==> src/sv/lpss_pkg.sv <==
// Shared constants, types and the level decode function of the LED pulse step sequencer.
// No dependencies.
`default_nettype none

package lpss_pkg;

   localparam int SLOTS_PER_FRAME = 50;
   localparam int TOP_STEP        = 31;
   localparam int POWER_ON_STEP   = 16;

   localparam int LEVEL_FLOOR     = 7;
   localparam int LEVEL_RATIO_LOG2 = 3;

   localparam int LEVEL_W   = 8;
   localparam int COMPARE_W = 16;
   localparam int STEP_W    = 5;
   localparam int SLOT_W    = 6;
   localparam int CSR_IDX_W = 2;

   localparam logic [COMPARE_W-1:0] IDLE_COMPARE       = 16'hFFFF;
   localparam logic [LEVEL_W-1:0]   LEVEL_CLIP_RESET   = 8'd255;
   localparam logic [COMPARE_W-1:0] UP_COMPARE_RESET   = 16'd27200;
   localparam logic [COMPARE_W-1:0] DOWN_COMPARE_RESET = 16'd320;

   localparam int QUEUE_DEPTH = 2;
   localparam int QUEUE_PTR_W = (QUEUE_DEPTH > 1) ? $clog2(QUEUE_DEPTH) : 1;
   localparam int QUEUE_CNT_W = $clog2(QUEUE_DEPTH + 1);

   typedef enum logic {
      OP_LEVEL = 1'b0,
      OP_TICK  = 1'b1
   } op_type;

   typedef enum logic [1:0] {
      FRAME_IDLE   = 2'd0,
      FRAME_UP     = 2'd1,
      FRAME_DOWN   = 2'd2,
      FRAME_DITHER = 2'd3
   } frame_mode_type;

   typedef enum logic [1:0] {
      PULSE_IDLE = 2'd0,
      PULSE_UP   = 2'd1,
      PULSE_DOWN = 2'd2
   } pulse_kind_type;

   typedef enum logic [CSR_IDX_W-1:0] {
      CSR_LEVEL_CLIP   = 2'd0,
      CSR_UP_COMPARE   = 2'd1,
      CSR_DOWN_COMPARE = 2'd2
   } csr_index_type;

   typedef struct packed {
      logic [LEVEL_W-1:0] clipped;
      logic               on;
      logic [STEP_W-1:0]  target;
      logic [SLOT_W-1:0]  dither;
   } level_decode_type;

   typedef struct packed {
      op_type             op;
      logic [LEVEL_W-1:0] raw;
      level_decode_type   dec;
   } queue_entry_type;

   typedef struct packed {
      logic            valid;
      queue_entry_type entry;
   } queue_slot_type;

   typedef struct packed {
      logic                 reapply;
      logic [LEVEL_W-1:0]   level_clip;
      logic [COMPARE_W-1:0] up_compare;
      logic [COMPARE_W-1:0] down_compare;
   } back_cfg_type;

   // Clip, then split (level - floor) into a step and a dither slot.
   function automatic level_decode_type decode_level(input logic [LEVEL_W-1:0] raw,
                                                     input logic [LEVEL_W-1:0] level_clip);
      logic [LEVEL_W-1:0]  c;
      logic [LEVEL_W-1:0]  rel;
      logic [STEP_W-1:0]   q;
      logic [2:0]          r;
      logic [8:0]          prod;
      level_decode_type    d;
      c    = (raw < level_clip) ? raw : level_clip;
      rel  = c - LEVEL_W'(LEVEL_FLOOR);
      q    = rel[LEVEL_W-1:LEVEL_RATIO_LOG2];
      r    = rel[LEVEL_RATIO_LOG2-1:0];
      if (q > STEP_W'(TOP_STEP)) begin
         q = STEP_W'(TOP_STEP);
         r = '0;
      end
      prod      = 9'(r) * 9'(SLOTS_PER_FRAME);
      d.clipped = c;
      d.on      = (c >= LEVEL_W'(LEVEL_FLOOR));
      d.target  = d.on ? q : '0;
      d.dither  = d.on ? prod[8:LEVEL_RATIO_LOG2] : '0;
      return d;
   endfunction

endpackage

`default_nettype wire

==> src/sv/lpss_if.sv <==
// Request and response channel interfaces of the LED pulse step sequencer.
// Depends on lpss_pkg.
`default_nettype none

interface lpss_req_if;
   logic                          valid;
   logic                          ready;
   logic                          func;
   logic [lpss_pkg::LEVEL_W-1:0]  level;

   modport source (output valid, output func, output level, input ready);
   modport sink   (input valid, input func, input level, output ready);
endinterface

interface lpss_rsp_if;
   logic                            valid;
   logic                            ready;
   logic [lpss_pkg::COMPARE_W-1:0]  compare_value;
   logic [1:0]                      pulse_kind;
   logic                            chip_enable;
   logic [lpss_pkg::LEVEL_W-1:0]    reported_level;

   modport source (output valid, output compare_value, output pulse_kind,
                   output chip_enable, output reported_level, input ready);
   modport sink   (input valid, input compare_value, input pulse_kind,
                   input chip_enable, input reported_level, output ready);
endinterface

`default_nettype wire

==> src/sv/led_driver_pulse_step_sequencer_core.sv <==
// Top level of the LED pulse step sequencer: configuration registers and stage wiring.
// Depends on lpss_pkg, lpss_if, lpss_front, lpss_queue and lpss_back.
`default_nettype none

// Sequencer for a single-wire, step-programmed LED current chip. Each request is
// either a level request (func 0) or a slot tick (func 1), and each request gives
// exactly one response. A level is clipped to the level clip register; clipped
// levels below 7 turn the chip off, otherwise (level - 7) / 8 is the target current
// step (0..31) and the remainder picks a dither slot inside a frame of
// SLOTS_PER_FRAME ticks. On every tick the response carries one timer compare value:
// idle (65535), the up-pulse compare or the down-pulse compare, with pulse_kind
// saying which. Frames are planned on their first tick: step pulses when the chip
// step differs from the target, else, for a nonzero dither slot, an up pulse in slot
// 0 and a down pulse in the dither slot. After turn-on the chip sits at step 16 and
// the first frame keeps slot 0 idle. Requests are taken at one per clock while the
// response side keeps up; each response passes the front decode register, the
// two-entry queue and the response register, and a stalled response side
// fills the queue before the request side backs up. Configuration writes take effect
// at the write edge; writing the level clip re-applies the last raw level at once.
// Write configuration only while no request is in flight.

module led_driver_pulse_step_sequencer_core (
   input  wire logic                            clock,
   input  wire logic                            reset,
   lpss_req_if.sink                             req,
   lpss_rsp_if.source                           rsp,
   input  wire logic                            csr_write_enable,
   input  wire logic [lpss_pkg::CSR_IDX_W-1:0]  csr_index,
   input  wire logic [lpss_pkg::COMPARE_W-1:0]  csr_write_data
);
   import lpss_pkg::*;

   // Configuration registers
   logic [LEVEL_W-1:0]    level_clip_ff, level_clip_in;
   logic [COMPARE_W-1:0]  up_compare_ff, up_compare_in;
   logic [COMPARE_W-1:0]  down_compare_ff, down_compare_in;
   logic                  reapply;

   queue_slot_type        push;
   queue_slot_type        head;
   logic                  queue_full;
   logic                  pop;
   back_cfg_type          back_cfg;

   // Decode the write; an index past the register list is dropped.
   always_comb begin
      level_clip_in   = level_clip_ff;
      up_compare_in   = up_compare_ff;
      down_compare_in = down_compare_ff;
      reapply         = 1'b0;
      if (csr_write_enable) begin
         unique case (csr_index_type'(csr_index))
            CSR_LEVEL_CLIP: begin
               level_clip_in = csr_write_data[LEVEL_W-1:0];
               reapply       = 1'b1;
            end
            CSR_UP_COMPARE:   up_compare_in   = csr_write_data;
            CSR_DOWN_COMPARE: down_compare_in = csr_write_data;
            default: ;
         endcase
      end
   end

   always_ff @(posedge clock) begin
      if (reset) begin
         level_clip_ff   <= LEVEL_CLIP_RESET;
         up_compare_ff   <= UP_COMPARE_RESET;
         down_compare_ff <= DOWN_COMPARE_RESET;
      end else begin
         level_clip_ff   <= level_clip_in;
         up_compare_ff   <= up_compare_in;
         down_compare_ff <= down_compare_in;
      end
   end

   // Re-apply uses the value being written, so the back stage sees the new
   // clip in the same edge as the register update.
   assign back_cfg.reapply      = reapply;
   assign back_cfg.level_clip   = level_clip_in;
   assign back_cfg.up_compare   = up_compare_ff;
   assign back_cfg.down_compare = down_compare_ff;

   // Front: accept and decode requests.
   lpss_front u_front (
      .clock      (clock),
      .reset      (reset),
      .req        (req),
      .level_clip (level_clip_ff),
      .queue_full (queue_full),
      .push       (push)
   );

   // Queue: lets front and back stall independently.
   lpss_queue u_queue (
      .clock (clock),
      .reset (reset),
      .push  (push),
      .pop   (pop),
      .full  (queue_full),
      .head  (head)
   );

   // Back: run the sequencer and hold the response.
   lpss_back u_back (
      .clock (clock),
      .reset (reset),
      .head  (head),
      .cfg   (back_cfg),
      .pop   (pop),
      .rsp   (rsp)
   );

endmodule

`default_nettype wire

==> src/sv/lpss_front.sv <==
// Front stage: takes requests, classifies them and decodes levels into queue entries.
// Depends on lpss_pkg and lpss_if.
`default_nettype none

module lpss_front (
   input  wire logic                          clock,
   input  wire logic                          reset,
   lpss_req_if.sink                           req,
   input  wire logic [lpss_pkg::LEVEL_W-1:0]  level_clip,
   input  wire logic                          queue_full,
   output lpss_pkg::queue_slot_type           push
);
   import lpss_pkg::*;

   logic            valid_ff, valid_in;
   queue_entry_type entry_ff, entry_in;
   logic            take;

   // Advance when the stage is empty or its entry moves into the queue.
   assign req.ready = !valid_ff || !queue_full;
   assign take      = req.valid && req.ready;

   always_comb begin
      entry_in.op  = req.func ? OP_TICK : OP_LEVEL;
      entry_in.raw = req.level;
      entry_in.dec = decode_level(req.level, level_clip);
      valid_in     = take || (valid_ff && queue_full);
   end

   always_ff @(posedge clock) begin
      if (reset) begin
         valid_ff <= 1'b0;
      end else begin
         valid_ff <= valid_in;
      end
   end

   always_ff @(posedge clock) begin
      if (take) begin
         entry_ff <= entry_in;
      end
   end

   assign push.valid = valid_ff;
   assign push.entry = entry_ff;

endmodule

`default_nettype wire

==> src/sv/lpss_queue.sv <==
// Short FIFO between the front and back stages.
// Depends on lpss_pkg.
`default_nettype none

module lpss_queue (
   input  wire logic                     clock,
   input  wire logic                     reset,
   input  wire lpss_pkg::queue_slot_type push,
   input  wire logic                     pop,
   output logic                          full,
   output lpss_pkg::queue_slot_type      head
);
   import lpss_pkg::*;

   queue_entry_type         mem_ff [QUEUE_DEPTH];
   logic [QUEUE_PTR_W-1:0]  wr_ptr_ff, wr_ptr_in;
   logic [QUEUE_PTR_W-1:0]  rd_ptr_ff, rd_ptr_in;
   logic [QUEUE_CNT_W-1:0]  count_ff, count_in;
   logic                    do_push;
   logic                    do_pop;

   assign full    = (count_ff == QUEUE_CNT_W'(QUEUE_DEPTH));
   assign do_push = push.valid && !full;
   assign do_pop  = pop && (count_ff != '0);

   always_comb begin
      wr_ptr_in = wr_ptr_ff;
      rd_ptr_in = rd_ptr_ff;
      count_in  = count_ff;
      if (do_push) begin
         wr_ptr_in = (wr_ptr_ff == QUEUE_PTR_W'(QUEUE_DEPTH - 1)) ? '0 : wr_ptr_ff + 1'b1;
      end
      if (do_pop) begin
         rd_ptr_in = (rd_ptr_ff == QUEUE_PTR_W'(QUEUE_DEPTH - 1)) ? '0 : rd_ptr_ff + 1'b1;
      end
      if (do_push && !do_pop) begin
         count_in = count_ff + 1'b1;
      end else if (do_pop && !do_push) begin
         count_in = count_ff - 1'b1;
      end
   end

   always_ff @(posedge clock) begin
      if (reset) begin
         wr_ptr_ff <= '0;
         rd_ptr_ff <= '0;
         count_ff  <= '0;
      end else begin
         wr_ptr_ff <= wr_ptr_in;
         rd_ptr_ff <= rd_ptr_in;
         count_ff  <= count_in;
      end
   end

   always_ff @(posedge clock) begin
      if (do_push) begin
         mem_ff[wr_ptr_ff] <= push.entry;
      end
   end

   assign head.valid = (count_ff != '0);
   assign head.entry = mem_ff[rd_ptr_ff];

endmodule

`default_nettype wire

==> src/sv/lpss_back.sv <==
// Back stage: sequencer state, frame planning per tick, and the response register.
// Depends on lpss_pkg and lpss_if.
`default_nettype none

module lpss_back (
   input  wire logic                     clock,
   input  wire logic                     reset,
   input  wire lpss_pkg::queue_slot_type head,
   input  wire lpss_pkg::back_cfg_type   cfg,
   output logic                          pop,
   lpss_rsp_if.source                    rsp
);
   import lpss_pkg::*;

   // Sequencer state
   logic                  is_on_ff, is_on_in;
   logic [LEVEL_W-1:0]    raw_ff, raw_in;
   logic [LEVEL_W-1:0]    clipped_ff, clipped_in;
   logic [STEP_W-1:0]     target_ff, target_in;
   logic [SLOT_W-1:0]     dither_ff, dither_in;
   logic [STEP_W-1:0]     chip_ff, chip_in;
   logic [SLOT_W-1:0]     slot_ff, slot_in;
   frame_mode_type        mode_ff, mode_in;
   logic [SLOT_W-1:0]     count_ff, count_in;
   logic                  first_ff, first_in;

   // Response register
   logic                  out_valid_ff, out_valid_in;
   logic [COMPARE_W-1:0]  out_compare_ff, out_compare_in;
   pulse_kind_type        out_kind_ff, out_kind_in;
   logic                  out_enable_ff, out_enable_in;
   logic [LEVEL_W-1:0]    out_level_ff, out_level_in;

   // Tick evaluation
   logic [SLOT_W-1:0]     s;
   logic                  plan;
   logic                  off;
   logic [SLOT_W-1:0]     cap;
   logic [STEP_W-1:0]     diff;
   logic [SLOT_W-1:0]     n;
   frame_mode_type        t_mode;
   logic [SLOT_W-1:0]     t_count;
   logic [STEP_W-1:0]     t_chip;
   logic [SLOT_W:0]       pulse_end;
   logic [SLOT_W:0]       s_next;
   pulse_kind_type        t_kind;

   level_decode_type      dec;
   logic                  apply_en;
   logic                  is_tick;

   always_comb begin
      s    = (slot_ff >= SLOT_W'(SLOTS_PER_FRAME)) ? '0 : slot_ff;
      plan = (s == '0);
      off  = first_ff;
      cap  = SLOT_W'(SLOTS_PER_FRAME) - SLOT_W'(off);
      diff = (target_ff > chip_ff) ? target_ff - chip_ff : chip_ff - target_ff;
      n    = (SLOT_W'(diff) < cap) ? SLOT_W'(diff) : cap;

      t_mode  = mode_ff;
      t_count = count_ff;
      t_chip  = chip_ff;
      if (plan) begin
         if (target_ff != chip_ff) begin
            t_count = n;
            if (target_ff > chip_ff) begin
               t_mode = FRAME_UP;
               t_chip = chip_ff + n[STEP_W-1:0];
            end else begin
               t_mode = FRAME_DOWN;
               t_chip = chip_ff - n[STEP_W-1:0];
            end
         end else if (dither_ff != '0 && !first_ff) begin
            t_mode  = FRAME_DITHER;
            t_count = dither_ff;
         end else begin
            t_mode  = FRAME_IDLE;
            t_count = '0;
         end
      end

      pulse_end = {1'b0, t_count} + (SLOT_W + 1)'(off);
      t_kind    = PULSE_IDLE;
      case (t_mode)
         FRAME_UP: begin
            if (s >= SLOT_W'(off) && {1'b0, s} < pulse_end) t_kind = PULSE_UP;
         end
         FRAME_DOWN: begin
            if (s >= SLOT_W'(off) && {1'b0, s} < pulse_end) t_kind = PULSE_DOWN;
         end
         FRAME_DITHER: begin
            if (s == '0) begin
               t_kind = PULSE_UP;
            end else if (s == t_count) begin
               t_kind = PULSE_DOWN;
            end
         end
         default: t_kind = PULSE_IDLE;
      endcase

      s_next = {1'b0, s} + 1'b1;
   end

   always_comb begin
      pop      = head.valid && (!out_valid_ff || rsp.ready);
      is_tick  = pop && (head.entry.op == OP_TICK);
      apply_en = cfg.reapply || (pop && head.entry.op == OP_LEVEL);
      dec      = cfg.reapply ? decode_level(raw_ff, cfg.level_clip) : head.entry.dec;

      is_on_in   = is_on_ff;
      raw_in     = raw_ff;
      clipped_in = clipped_ff;
      target_in  = target_ff;
      dither_in  = dither_ff;
      chip_in    = chip_ff;
      slot_in    = slot_ff;
      mode_in    = mode_ff;
      count_in   = count_ff;
      first_in   = first_ff;

      if (pop && head.entry.op == OP_LEVEL) begin
         raw_in = head.entry.raw;
      end

      if (apply_en) begin
         clipped_in = dec.clipped;
         target_in  = dec.target;
         dither_in  = dec.dither;
         if (!dec.on) begin
            // Drop the chip and clear the whole frame.
            is_on_in = 1'b0;
            chip_in  = '0;
            first_in = 1'b0;
            slot_in  = '0;
            mode_in  = FRAME_IDLE;
            count_in = '0;
         end else if (!is_on_ff) begin
            is_on_in = 1'b1;
            chip_in  = STEP_W'(POWER_ON_STEP);
            first_in = 1'b1;
            slot_in  = '0;
            mode_in  = FRAME_IDLE;
            count_in = '0;
         end
      end

      if (is_tick && is_on_ff) begin
         mode_in  = t_mode;
         count_in = t_count;
         chip_in  = t_chip;
         if (s_next >= (SLOT_W + 1)'(SLOTS_PER_FRAME)) begin
            slot_in  = '0;
            first_in = 1'b0;
         end else begin
            slot_in = s_next[SLOT_W-1:0];
         end
      end

      out_valid_in   = out_valid_ff && !rsp.ready;
      out_compare_in = out_compare_ff;
      out_kind_in    = out_kind_ff;
      out_enable_in  = out_enable_ff;
      out_level_in   = out_level_ff;
      if (pop) begin
         out_valid_in  = 1'b1;
         out_kind_in   = (is_tick && is_on_ff) ? t_kind : PULSE_IDLE;
         out_enable_in = is_on_in;
         out_level_in  = clipped_in;
         case (out_kind_in)
            PULSE_UP:   out_compare_in = cfg.up_compare;
            PULSE_DOWN: out_compare_in = cfg.down_compare;
            default:    out_compare_in = IDLE_COMPARE;
         endcase
      end
   end

   always_ff @(posedge clock) begin
      if (reset) begin
         is_on_ff     <= 1'b0;
         raw_ff       <= '0;
         clipped_ff   <= '0;
         target_ff    <= '0;
         dither_ff    <= '0;
         chip_ff      <= '0;
         slot_ff      <= '0;
         mode_ff      <= FRAME_IDLE;
         count_ff     <= '0;
         first_ff     <= 1'b0;
         out_valid_ff <= 1'b0;
      end else begin
         is_on_ff     <= is_on_in;
         raw_ff       <= raw_in;
         clipped_ff   <= clipped_in;
         target_ff    <= target_in;
         dither_ff    <= dither_in;
         chip_ff      <= chip_in;
         slot_ff      <= slot_in;
         mode_ff      <= mode_in;
         count_ff     <= count_in;
         first_ff     <= first_in;
         out_valid_ff <= out_valid_in;
      end
   end

   always_ff @(posedge clock) begin
      out_compare_ff <= out_compare_in;
      out_kind_ff    <= out_kind_in;
      out_enable_ff  <= out_enable_in;
      out_level_ff   <= out_level_in;
   end

   assign rsp.valid          = out_valid_ff;
   assign rsp.compare_value  = out_compare_ff;
   assign rsp.pulse_kind     = 2'(out_kind_ff);
   assign rsp.chip_enable    = out_enable_ff;
   assign rsp.reported_level = out_level_ff;

endmodule

`default_nettype wire

==> src/flat_wrapper.sv <==
// flat-port wrapper written by rule: the top's interface ports become plain ports
module led_driver_pulse_step_sequencer_core_flat import lpss_pkg::*;
  (clock, reset, csr_write_enable, csr_index, csr_write_data, req_valid, req_func, req_level, req_ready, rsp_valid, rsp_compare_value, rsp_pulse_kind, rsp_chip_enable, rsp_reported_level, rsp_ready);
  lpss_req_if req_i ();
  lpss_rsp_if rsp_i ();
  input  wire logic clock;
  input  wire logic reset;
  input  wire logic csr_write_enable;
  input  wire logic [lpss_pkg::CSR_IDX_W-1:0] csr_index;
  input  wire logic [lpss_pkg::COMPARE_W-1:0] csr_write_data;
  input wire logic [$bits(req_i.valid)-1:0] req_valid;
  input wire logic [$bits(req_i.func)-1:0] req_func;
  input wire logic [$bits(req_i.level)-1:0] req_level;
  output wire logic [$bits(req_i.ready)-1:0] req_ready;
  output wire logic [$bits(rsp_i.valid)-1:0] rsp_valid;
  output wire logic [$bits(rsp_i.compare_value)-1:0] rsp_compare_value;
  output wire logic [$bits(rsp_i.pulse_kind)-1:0] rsp_pulse_kind;
  output wire logic [$bits(rsp_i.chip_enable)-1:0] rsp_chip_enable;
  output wire logic [$bits(rsp_i.reported_level)-1:0] rsp_reported_level;
  input wire logic [$bits(rsp_i.ready)-1:0] rsp_ready;
  assign req_i.valid = req_valid;
  assign req_i.func = req_func;
  assign req_i.level = req_level;
  assign req_ready = req_i.ready;
  assign rsp_valid = rsp_i.valid;
  assign rsp_compare_value = rsp_i.compare_value;
  assign rsp_pulse_kind = rsp_i.pulse_kind;
  assign rsp_chip_enable = rsp_i.chip_enable;
  assign rsp_reported_level = rsp_i.reported_level;
  assign rsp_i.ready = rsp_ready;
  led_driver_pulse_step_sequencer_core u_core (.clock(clock), .reset(reset), .req(req_i), .rsp(rsp_i), .csr_write_enable(csr_write_enable), .csr_index(csr_index), .csr_write_data(csr_write_data));
endmodule
==> config.mk <==
export PLATFORM = sky130hd
export DESIGN_NAME = led_driver_pulse_step_sequencer_core_flat
export DESIGN_NICKNAME = d
export VERILOG_FILES = /design/src/sv/lpss_pkg.sv /design/src/sv/lpss_if.sv /design/src/sv/led_driver_pulse_step_sequencer_core.sv /design/src/sv/lpss_front.sv /design/src/sv/lpss_queue.sv /design/src/sv/lpss_back.sv /design/src/flat_wrapper.sv
export SDC_FILE = /design/constraint.sdc
export NUM_CORES = 1
export LEC_CHECK = 0
export ABC_AREA = 1
export BUFFER_PORTS_ARGS = -buffer_cell sky130_fd_sc_hd__buf_2
export CORE_UTILIZATION = 55
export CTS_CLUSTER_DIAMETER = 200
export DETAILED_ROUTE_END_ITERATION = 16
export PLACE_DENSITY = 0.79
export SLEW_MARGIN = 5
export SYNTH_ARGS = -nofsm -noshare
export SYNTH_HDL_FRONTEND = slang
export SYNTH_SLANG_ARGS = --single-unit
==> constraint.sdc <==
create_clock -name clock -period 4.5 [get_ports clock]
set_input_delay 0.225 -clock clock [delete_from_list [all_inputs] [get_ports clock]]
set_output_delay 0.225 -clock clock [all_outputs]
set_load 0.1 [all_outputs]
==> flow_metrics.py <==
metrics = {
    "finish": {
        "final_area_um2": 11600,
        "num-fill-cells": 1344,
        "stdcell_count": 1410,
        "synthToLayoutAreaGrowth_pct": 15.9,
        "fin_util_pct": 66.2,
        "drive_gt1_share_pct": 18.0,
        "num_antenna_cells": 0,
        "nNetsFinal": 1257,
    },
    "worst_setup_path": {
        "arrival_ns": 4.57,
        "path_delay_family": "compound AO/OA/AOI/OAI gates",
        "crit_buf_inv": 3,
        "critical_path.slowest_cell": "dfxtp_2",
        "worst_setup_path_end_kind": "flop",
        "critPathMaxStageDelay_ns": 0.33,
        "cp_common_cell": "nand2_1",
        "cp-start-kind": "flop",
        "worstPathMaxFanout": 8,
        "worstPathRequired_ns": 4.73,
        "crit_type": "flop to flop",
    },
    "run_status": {
        "outcome": "finished, final reports clean",
    },
    "placed_design": {
        "placed_area_um2": 10600,
        "dp_hpwl_um": 15300,
        "port_buffers": 60,
        "dp_cells": 1347,
        "gp_congestion": 0.892,
    },
    "drt": {
        "vias": 7663,
        "drcViolationCount": 0,
        "drt-total-wl_um": 22400,
        "first_iter_violations": 619,
        "vias_per_cell": 5.43,
        "first_pass_iters": 5,
        "detail-route-antenna-nets": 0,
        "wl_per_cell_um": 15.9,
    },
    "synth": {
        "synth_area_leader_cell": "edfxtp_1",
        "yosys.cell_types.count": 49,
        "synthTopCellsByArea": "edfxtp_1 (34%), dfxtp_1 (19%), nand2_1 (8.7%)",
        "synth_fa_ha_area_share_pct": 7.09,
        "synth_top_family_by_area": "simple AND/OR/NAND/NOR gates",
        "synth-compound-area-share_pct": 12.2,
        "syn-cell-area_um2": 10000,
        "yosys_warnings": 0,
        "ys_seq_area_share_pct": 53.2,
        "ys_seq_elements": 209,
        "synth.top_cell.area_share_pct": 34.2,
        "synth-simple-area-share_pct": 17.6,
        "synth_mux_area_share_pct": 0.899,
        "yosys.area_share.xor_xnor_pct": 2.71,
        "synth_nets": 1162,
        "postSynthCellCount": 1075,
        "syn_area_per_cell_um2": 9.32,
    },
    "timing": {
        "min_period_ns": 4.33,
        "relSlewSlack_pct": 18.9,
        "finalCritPeriodShare_pct": 96.3,
        "fmax_mhz": 231,
        "finalClockSkew_ns": 0.0170,
        "hold_viol_final": 0,
        "rsz0062_at_grt": "true",
        "setup_violations": 0,
        "tns_ns": 0,
        "drv_slew": 0,
        "tightest_slew_ns": 1.21,
    },
    "cts": {
        "clock_latency_ns": 0.50,
        "cts_tree": "built",
        "cts.sinks": 209,
        "cts_made_buffers": 21,
        "clock_path_buffers": 3,
        "clk_pin_slew_ns": 0.06,
        "cts_root_buf": "clkbuf_16",
        "htreeDepth": 1,
    },
    "pwr": {
        "p_leak_nw": 4.91,
        "power_density_nw_per_um2": 704,
        "vdd_drop_max_uv": 634,
        "power.total_mw": 8.17,
    },
    "global_routing": {
        "antenna_found_initial": 0,
        "grt_pass1_vias": 7119,
        "track_usage_pct": 23.9,
        "grt_max_degree": 43,
        "grt-ovfl-total": 0,
        "grt_pass1_wl_um": 35000,
    },
    "die": {
        "initial_core_util_pct": 57.1,
        "die-height_um": 137,
        "ios": 61,
        "die_area_um2": 18800,
        "num_rows": 48,
        "die_w_um": 137,
        "fp.coreArea_um2": 17500,
    },
    "hold_path": {
        "hp-class": "input port to flop",
    },
    "job": {
        "cap_viol_max_count": 0,
    },
}
## power by group
| part | leakage (nW) | total, mW | switching (mW) | internal [mW] |
|---|---|---|---|---|
| Sequential | 1.80 | 2.52 | 0.152 | 2.37 |
| Combinational | 2.81 | 4.06 | 2.64 | 1.41 |
| Clock | 0.298 | 1.60 | 0.711 | 0.885 |
## worst min-delay path, stage by stage
cell     delay (ns)
buf_2          0.12
nand2_1        0.07
a21oi_1        0.05
## state kept, by name (all words and copies together), names as in the netlist, named ones only
| signal | cells |
|---|---|
| u_core.down_compare_ff | 16 |
| u_core.level_clip_ff | 8 |
| u_core.u_back.chip_ff | 5 |
| u_core.u_back.clipped_ff | 8 |
| u_core.u_back.count_ff | 6 |
| u_core.u_back.dither_ff | 6 |
| u_core.u_back.first_ff | 1 |
| u_core.u_back.is_on_ff | 1 |
| u_core.u_back.mode_ff | 2 |
| u_core.u_back.raw_ff | 8 |
| u_core.u_back.rsp.chip_enable | 1 |
| u_core.u_back.rsp.compare_value | 16 |
| u_core.u_back.rsp.pulse_kind | 2 |
| u_core.u_back.rsp.reported_level | 8 |
| u_core.u_back.rsp.valid | 1 |
| u_core.u_back.slot_ff | 6 |
| u_core.u_back.target_ff | 5 |
| u_core.u_front.push | 29 |
| u_core.u_front.valid_ff | 1 |
| u_core.u_queue.count_ff | 2 |
| u_core.u_queue.mem_ff | 58 |
| u_core.u_queue.rd_ptr_ff | 1 |
| u_core.u_queue.wr_ptr_ff | 1 |
| u_core.up_compare_ff | 16 |
## synthesized netlist by cell type, drive strengths merged
master and number:
a221o 16, o21ai 74, o32ai 2, and2 1, clkbuf 30, inv 117
nand2 253, or2 10, nor3 6, edfxtp 114, o21bai 1, buf 11
mux2i 9, a221oi 1, nand4 4, o21a 3, clkinv 3, nand3b 2
o22ai 1, nor4 2, fa 3, ha 52, xnor2 6, xor2 25
o211ai 7, nor2 79, a31oi 15, and3 1, nand3 48, a211oi 3
dfxtp 95, a21oi 81
## timing repair
action                                 in CTS  in global routing
hold buffers                               19                  0
gates resized for setup                     4                 34
setup buffers                               1                  5
setup endpoints to repair                  16                 16
endpoints found under the hold margin      26                  0
pin swaps                                   1                  6
## through the flow
step                      setup slack (ns)  hold slack, ns
after global placement              0.0954           0.405
final                                0.166          0.0164
after detailed placement           -0.0141           0.404
after global routing               -0.0504          0.0128
after CTS                           0.0508         0.00402
after floorplan                     0.0162           0.324
## metal layers
layer | GRT usage [%] | vias up | part of all wire, %
li1 | - | 3801 | -
met1 | 31.5 | 3565 | 43
met2 | 41.0 | 256 | 49
met3 | 3.74 | 41 | 6.4
met4 | 6.11 | 0 | 2.1
met5 | 0 | - | 0
## path summary, 6_finish.rpt
kind                            slack (ns)  depth (start not counted)                                      endpoint                               startpoint
worst max register to register        0.17                         28  u_core.u_back.rsp.compare_value[2]$_DFFE_PP_  u_core.u_back.target_ff[2]$_SDFFE_PP0N_
worst min register to register        0.44                          0        u_core.u_queue.mem_ff[1][14]$_DFFE_PP_        u_core.u_front.push[14]$_DFFE_PP_
worst min-delay path                  0.02                          3        u_core.down_compare_ff[2]$_SDFFE_PP0P_                        csr_write_data[2]
worst max-delay path                  0.17                         28  u_core.u_back.rsp.compare_value[2]$_DFFE_PP_  u_core.u_back.target_ff[2]$_SDFFE_PP0N_
## layout by cell type (no fill, tap or decap), drive strengths merged, types with 2 or more instances in the layout
cell type and count:
clkinvlp 2, dfxtp 95, a211oi 3, buf 94, nand2 253, nor3 6
a221o 16, o21a 3, xor2 25, mux2i 9, clkinv 9, dlygate4sd3 19
edfxtp 114, nand3 48, nor2 79, o32ai 2, ha 52, or2 10
a31oi 15, a21oi 81, fa 3, nand4 4, o211ai 7, clkbuf 29
nand3b 2, xnor2 6, inv 118, nor4 2, o21ai 74
## cell families after synthesis
logic type,after synthesis
AOI/OAI and AO/OA,204
xor gates and xnor gates,31
adders and majority gates,55
buffers and inverters,161
DFF,209
muxes,9
and+or+nand+nor,406
## final cells by class
class | instances | area, um2 | share of cell area [%]
clock buffers | 29 | 566 | 4.87
clock inverters | 9 | 55.1 | 0.474
inverters | 120 | 453 | 3.90
multi-input cells | 705 | 4170 | 35.9
flip-flops and latches | 209 | 5330 | 46.0
well taps | 225 | 282 | 2.43
repair buffers | 113 | 746 | 6.42
(Power assumes the default switching activity.)
